<file path="src/rtl/mcss_pkg.sv">
`timescale 1ns / 1ps

package mcss_pkg;

    typedef logic [1:0] mode_t;

    localparam mode_t MODE_LOAD  = 2'd0;
    localparam mode_t MODE_START = 2'd1;
    localparam mode_t MODE_STEP  = 2'd2;

    // word index of the configuration registers
    localparam logic REG_NUM_STATES = 1'b0;

endpackage

</file>
<file path="src/rtl/mcss_walk.sv">
`timescale 1ns / 1ps

module mcss_walk #(
    parameter int MAX_STATES     = 64,
    parameter int PROB_FRAC_BITS = 16,
    parameter int STATE_W        = $clog2(MAX_STATES),
    parameter int CFG_W          = $clog2(MAX_STATES + 1),
    parameter int PROB_W         = PROB_FRAC_BITS + 1,
    parameter int AW             = $clog2(MAX_STATES * MAX_STATES)
) (
    input  logic                clk,
    input  logic                rst_n,
    input  logic                item_valid,
    output logic                item_stall,
    input  mcss_pkg::mode_t     mode,
    input  logic [STATE_W-1:0]  row_index,
    input  logic [STATE_W-1:0]  column_index,
    input  logic [PROB_W-1:0]   probability,
    input  logic [STATE_W-1:0]  start_state,
    input  logic [PROB_FRAC_BITS-1:0] draw,
    input  logic [CFG_W-1:0]    num_states,
    output logic                tbl_we,
    output logic [AW-1:0]       tbl_waddr,
    output logic [PROB_W-1:0]   tbl_wdata,
    output logic                tbl_re,
    output logic [AW-1:0]       tbl_raddr,
    input  logic [PROB_W-1:0]   tbl_rdata,
    output logic                emit_valid,
    output logic [STATE_W-1:0]  emit_state,
    input  logic                emit_take
);

    import mcss_pkg::*;

    localparam int SUM_W = PROB_W + STATE_W;
    localparam logic [PROB_W-1:0] PROB_ONE = {1'b1, {PROB_FRAC_BITS{1'b0}}};

    localparam logic [1:0] S_IDLE = 2'd0;
    localparam logic [1:0] S_WALK = 2'd1;
    localparam logic [1:0] S_EMIT = 2'd2;

    function automatic logic [AW-1:0] tbl_addr(input logic [STATE_W-1:0] r,
                                               input logic [STATE_W-1:0] c);
        return AW'(r) * AW'(MAX_STATES) + AW'(c);
    endfunction

    logic [1:0]                state_reg,    state_next;
    logic [STATE_W-1:0]        cur_reg,      cur_next;
    logic [PROB_FRAC_BITS-1:0] draw_reg,     draw_next;
    logic [STATE_W-1:0]        rd_col_reg,   rd_col_next;
    logic [STATE_W-1:0]        data_col_reg, data_col_next;
    logic [SUM_W-1:0]          sum_reg,      sum_next;
    logic [STATE_W-1:0]        res_reg,      res_next;

    logic [CFG_W-1:0]   n_use;
    logic [STATE_W-1:0] last_col;
    logic [SUM_W-1:0]   acc;
    logic               hit;
    logic               accept;

    always_comb
    begin
        if (num_states == '0)
        begin
            n_use = CFG_W'(1);
        end
        else if (num_states > CFG_W'(MAX_STATES))
        begin
            n_use = CFG_W'(MAX_STATES);
        end
        else
        begin
            n_use = num_states;
        end
    end

    assign last_col   = STATE_W'(n_use - CFG_W'(1));
    assign acc        = sum_reg + SUM_W'(tbl_rdata);
    assign hit        = acc > SUM_W'(draw_reg);
    assign item_stall = state_reg != S_IDLE;
    assign accept     = item_valid && !item_stall;
    assign emit_valid = state_reg == S_EMIT;
    assign emit_state = res_reg;

    always_comb
    begin
        state_next    = state_reg;
        cur_next      = cur_reg;
        draw_next     = draw_reg;
        rd_col_next   = rd_col_reg;
        data_col_next = data_col_reg;
        sum_next      = sum_reg;
        res_next      = res_reg;
        tbl_we        = 1'b0;
        tbl_waddr     = tbl_addr(row_index, column_index);
        tbl_wdata     = (probability > PROB_ONE) ? PROB_ONE : probability;
        tbl_re        = 1'b0;
        tbl_raddr     = tbl_addr(cur_reg, rd_col_reg);

        unique case (state_reg)
            S_IDLE:
            begin
                if (accept)
                begin
                    case (mode)
                        MODE_LOAD:
                        begin
                            tbl_we = (CFG_W'(row_index) < CFG_W'(MAX_STATES))
                                  && (CFG_W'(column_index) < CFG_W'(MAX_STATES));
                        end
                        MODE_START:
                        begin
                            cur_next = (CFG_W'(start_state) >= n_use) ? last_col
                                                                      : start_state;
                            res_next   = cur_next;
                            state_next = S_EMIT;
                        end
                        MODE_STEP:
                        begin
                            tbl_re        = 1'b1;
                            tbl_raddr     = tbl_addr(cur_reg, '0);
                            draw_next     = draw;
                            rd_col_next   = STATE_W'(1);
                            data_col_next = '0;
                            sum_next      = '0;
                            state_next    = S_WALK;
                        end
                        default:
                        begin
                        end
                    endcase
                end
            end
            S_WALK:
            begin
                tbl_re        = 1'b1;
                rd_col_next   = rd_col_reg + STATE_W'(1);
                data_col_next = rd_col_reg;
                sum_next      = acc;
                if (hit || data_col_reg == last_col)
                begin
                    res_next   = hit ? data_col_reg : last_col;
                    cur_next   = res_next;
                    state_next = S_EMIT;
                end
            end
            S_EMIT:
            begin
                if (emit_take)
                begin
                    state_next = S_IDLE;
                end
            end
            default:
            begin
                state_next = S_IDLE;
            end
        endcase
    end

    always_ff @(posedge clk or negedge rst_n)
    begin
        if (!rst_n)
        begin
            state_reg <= S_IDLE;
            cur_reg   <= '0;
        end
        else
        begin
            state_reg <= state_next;
            cur_reg   <= cur_next;
        end
    end

    always_ff @(posedge clk)
    begin
        draw_reg     <= draw_next;
        rd_col_reg   <= rd_col_next;
        data_col_reg <= data_col_next;
        sum_reg      <= sum_next;
        res_reg      <= res_next;
    end

endmodule

</file>
<file path="config.mk">
export PLATFORM = sky130hd
export DESIGN_NAME = mcss_walk
export DESIGN_NICKNAME = d
export VERILOG_FILES = /design/src/rtl/mcss_pkg.sv /design/src/rtl/mcss_walk.sv
export SDC_FILE = /design/constraint.sdc
export NUM_CORES = 1
export LEC_CHECK = 0
export ABC_AREA = 1
export ABC_CLOCK_PERIOD_IN_PS = 5600
export BUFFER_PORTS_ARGS = -buffer_cell sky130_fd_sc_hd__buf_2
export CELL_PAD_IN_SITES_DETAIL_PLACEMENT = 1
export CELL_PAD_IN_SITES_GLOBAL_PLACEMENT = 2
export CORE_ASPECT_RATIO = 0.7
export CORE_UTILIZATION = 30
export CTS_BUF_LIST = sky130_fd_sc_hd__clkbuf_16
export CTS_CLUSTER_SIZE = 40
export DETAILED_ROUTE_END_ITERATION = 12
export PLACE_DENSITY = 0.85
export SKIP_CTS_REPAIR_TIMING = 1
export SLEW_MARGIN = 20
export SYNTH_ARGS = -nofsm -noshare
export SYNTH_HDL_FRONTEND = slang
export SYNTH_SLANG_ARGS = --single-unit
</file>
<file path="constraint.sdc">
create_clock -name clk -period 5.6 [get_ports clk]
set_input_delay 0 -clock clk [delete_from_list [all_inputs] [get_ports clk]]
set_output_delay 0 -clock clk [all_outputs]
set_load 0.02 [all_outputs]
</file>
==> results.json <==
{
  "max_stage_delay_ns": 0.47,
  "synthArstFlopShare_pct": 12.3,
  "status": "completed",
  "gp_congestion": 0.818,
  "crit_buf_inv": 1,
  "r2r_end": "emit_state[2]$_DFFE_PP_",
  "htree_levels": 3,
  "wl_per_cell_um": 14.5,
  "hp-class": "primary input to primary output",
  "drt_wl_total_um": 15800,
  "r2r_setup_slack_ns": 1.56,
  "diodes": 0,
  "placed_area_um2": 6100,
  "power_density_nw_per_um2": 258,
  "path_common_cell": "nand2_1",
  "synth_edf_count": 57,
  "drive_gt1_share_pct": 20.2,
  "whs_endpoint": "tbl_waddr[11]",
  "r2r_cells": 21,
  "clk_latency_ns": 0.35,
  "hold_violations": 0,
  "slew_viol_final": 0,
  "drtAntennaViolNets": 0,
  "drtPass1Iterations": 4,
  "synth_nets": 862,
  "boundaryPins": 132,
  "port_buffers": 107,
  "fin_cells": 1094,
  "synth_ff_type": "edfxtp_1",
  "synthCells": 739,
  "clkSlewWorstSetupHoldPaths_ns": 0.05,
  "initial_core_util_pct": 31.0,
  "p_leak_nw": 3.47,
  "relSlewSlack_pct": 33.9,
  "grt_max_degree": 39,
  "arrival_ns": 4.06,
  "final.min_clock_period_ns": 4.04,
  "grt_remaining_overflow": 0,
  "period_share_pct": 72.1,
  "min_from": "row_index[5]",
  "cp-start-kind": "flop",
  "yosysWarnings": 0,
  "post-place-ws_ns": 1.56,
  "drc": 0,
  "worst_slack_ns": 1.56,
  "power_mw": 1.69,
  "critPathKind": "flop to flop",
  "grt_first_pass_wirelength_um": 25800,
  "yosysUniqueCellTypes": 42,
  "cp_data_required_time_ns": 5.62,
  "cts_tree": "done",
  "area_growth_pct": 22.0,
  "critPathSlowestCell": "fa_1",
  "synth_area_per_cell_um2": 7.28,
  "detailroute.via_count": 5085,
  "fp.dieH_um": 114,
  "cp_top_family": "simple AND/OR/NAND/NOR gates",
  "drt_iter0_markers": 284,
  "skew_ns": 0.00880,
  "min_path_cells": 0,
  "seq_area_frac_synth_pct": 35.5,
  "largest_reg_flops": 23,
  "grt_setup_unrepaired": "false",
  "numCtsBuffers": 9,
  "place_inst": 1060,
  "clockBufferDepth": 2,
  "final_area_um2": 6560,
  "worst-path-max-fanout": 12,
  "finalSetupTns_ns": 0,
  "core-area_um2": 17400,
  "cap_violations": 0,
  "viasPerCell": 4.65,
  "num-fill-cells": 2193,
  "tightest_slew_ns": 0.991,
  "cts.sinks": 65,
  "track_usage_pct": 18.1,
  "r2r_start": "sum_reg[0]$_SDFFCE_PN0P_",
  "cp_cell_sequence": "ha_1 > fa_1 > nand2_1 > nand2_1 > nand3_1 > nand2_1 > nand3_1 > o21bai_1 > xor2_1 > inv_1 > ha_1 > nand2_1 > nor3_1 > nand3_1 > o21ai_0 > nand2_1 > nand2_1 > nand2_1 > nand3_2 > nand2_2 > nor2_4",
  "root_buffer": "clkbuf_16",
  "place_hpwl_um": 12800,
  "setup_viol": 0,
  "fp.dieArea_um2": 18500,
  "fp.dieW_um": 162,
  "grt_pass1_vias": 5069,
  "synth_area_um2": 5380,
  "nets": 981,
  "worst_ir_drop_vdd_mv": 0.113,
  "ys_ff_latch": 65,
  "max_freq_ghz": 0.248,
  "cp-end-kind": "flop",
  "rows": 40,
  "antenna_found_initial": 0
}
## worst register-to-register path: cells and delay by family (launching register included)
| kind | cells | cell delay, ns |
|---|---|---|
| fa+ha+maj | 3 | 1.00 |
| xor+xnor | 1 | 0.19 |
| buf+inv | 1 | 0.07 |
| simple gates | 14 | 1.83 |
| compound gates | 2 | 0.27 |
| flops | 1 | 0.36 |
## cell families after synthesis
| group | count (synthesis) | share of synthesized area, % |
|---|---|---|
| AND/OR/NAND/NOR | 412 | 35.3 |
| buffers and inverters | 158 | 11.9 |
| AO/OA/AOI/OAI | 48 | 5.07 |
| adder cells (fa/ha/maj) | 42 | 9.91 |
| flip-flops | 65 | 35.5 |
| XOR/XNOR | 14 | 2.28 |
## final cells by class
cell class	count	area (µm²)	share of cell area, %
clock inverters	6	23.8	0.362
multi-input cells	516	2830	43.1
clock buffers	10	250	3.81
well taps	231	289	4.40
flip-flops and latches	65	1910	29.1
inverters	138	518	7.89
repair buffers	128	738	11.2
## where the power goes
part	internal [mW]	switching (mW)	total (mW)
clock network	0.318	0.210	0.528
registers	0.583	0.0232	0.606
logic	0.188	0.368	0.556
## synthesized netlist by cell type (2+ instances only)
master / instances / area [µm²]
inv_2: 10 / 37.5
nor2_2: 8 / 50.1
nand2_1: 201 / 754
nand4_1: 22 / 138
nand3_1: 41 / 205
nand3_2: 6 / 60.1
clkbuf_1: 5 / 18.8
edfxtp_1: 57 / 1710
xor2_1: 11 / 96.3
inv_1: 128 / 480
o21ai_0: 12 / 60.1
ha_1: 41 / 513
a21oi_1: 23 / 115
dfrtp_1: 8 / 200
buf_4: 12 / 90.1
a31oi_1: 2 / 12.5
nand3b_4: 2 / 40.0
buf_1: 2 / 7.51
nand2_2: 17 / 106
nor2_4: 3 / 33.8
nor2_1: 91 / 342
o211ai_1: 4 / 30.0
nor3_1: 9 / 45.0
nor2_8: 2 / 40.0
xnor2_1: 3 / 26.3
nor4_1: 3 / 18.8
## worst max path at each step
stage          cells past startpoint                     start                      end
2_1_floorplan                     21  sum_reg[0]$_SDFFCE_PN0P_  emit_state[0]$_DFFE_PP_
3_3_place_gp                      21  sum_reg[0]$_SDFFCE_PN0P_  emit_state[4]$_DFFE_PP_
3_5_place_dp                      21  sum_reg[0]$_SDFFCE_PN0P_  emit_state[2]$_DFFE_PP_
4_1_cts                           21  sum_reg[0]$_SDFFCE_PN0P_  emit_state[2]$_DFFE_PP_
5_1_grt                           21  sum_reg[0]$_SDFFCE_PN0P_  emit_state[0]$_DFFE_PP_
6_report                          21  sum_reg[0]$_SDFFCE_PN0P_  emit_state[2]$_DFFE_PP_
## per-layer routing
metal	part of all wire, %	global-route usage (%)
met5	0	0
met3	6.7	3.71
met4	0.77	4.09
met2	40	26.3
met1	53	27.2
## placed cells by master, fill, tap and decap left out, types with 2 or more instances in the layout
cell type,netlist,layout
nor2_8,2,2
inv_2,10,10
o211ai_1,4,4
nor2_2,8,8
dlygate4sd3_1,0,18
dfrtp_1,8,8
nand2_1,201,201
inv_1,128,129
buf_2,1,107
xnor2_1,3,3
nand2_2,17,17
o21ai_0,12,12
buf_4,12,3
nand3b_4,2,2
nand3_2,6,6
nor2_4,3,3
nand3_1,41,41
a31oi_1,2,2
clkbuf_16,0,10
xor2_1,11,11
ha_1,41,41
nor4_1,3,3
a21oi_1,23,23
nor2_1,91,91
nand4_1,22,22
edfxtp_1,57,57
nor3_1,9,9
clkinv_1,0,4
## stage by stage
step / hold slack [ns] / util [%]
finish: 0.00000882 / 37.8
global route: 0.0000312 / 37.8
CTS: -0.515 / 36.7
detailed placement: -0.148 / 35.2
global placement: -0.148 / 35.2
floorplan: -0.296 / -
No activity file was read; power rests on OpenSTA's default activity.
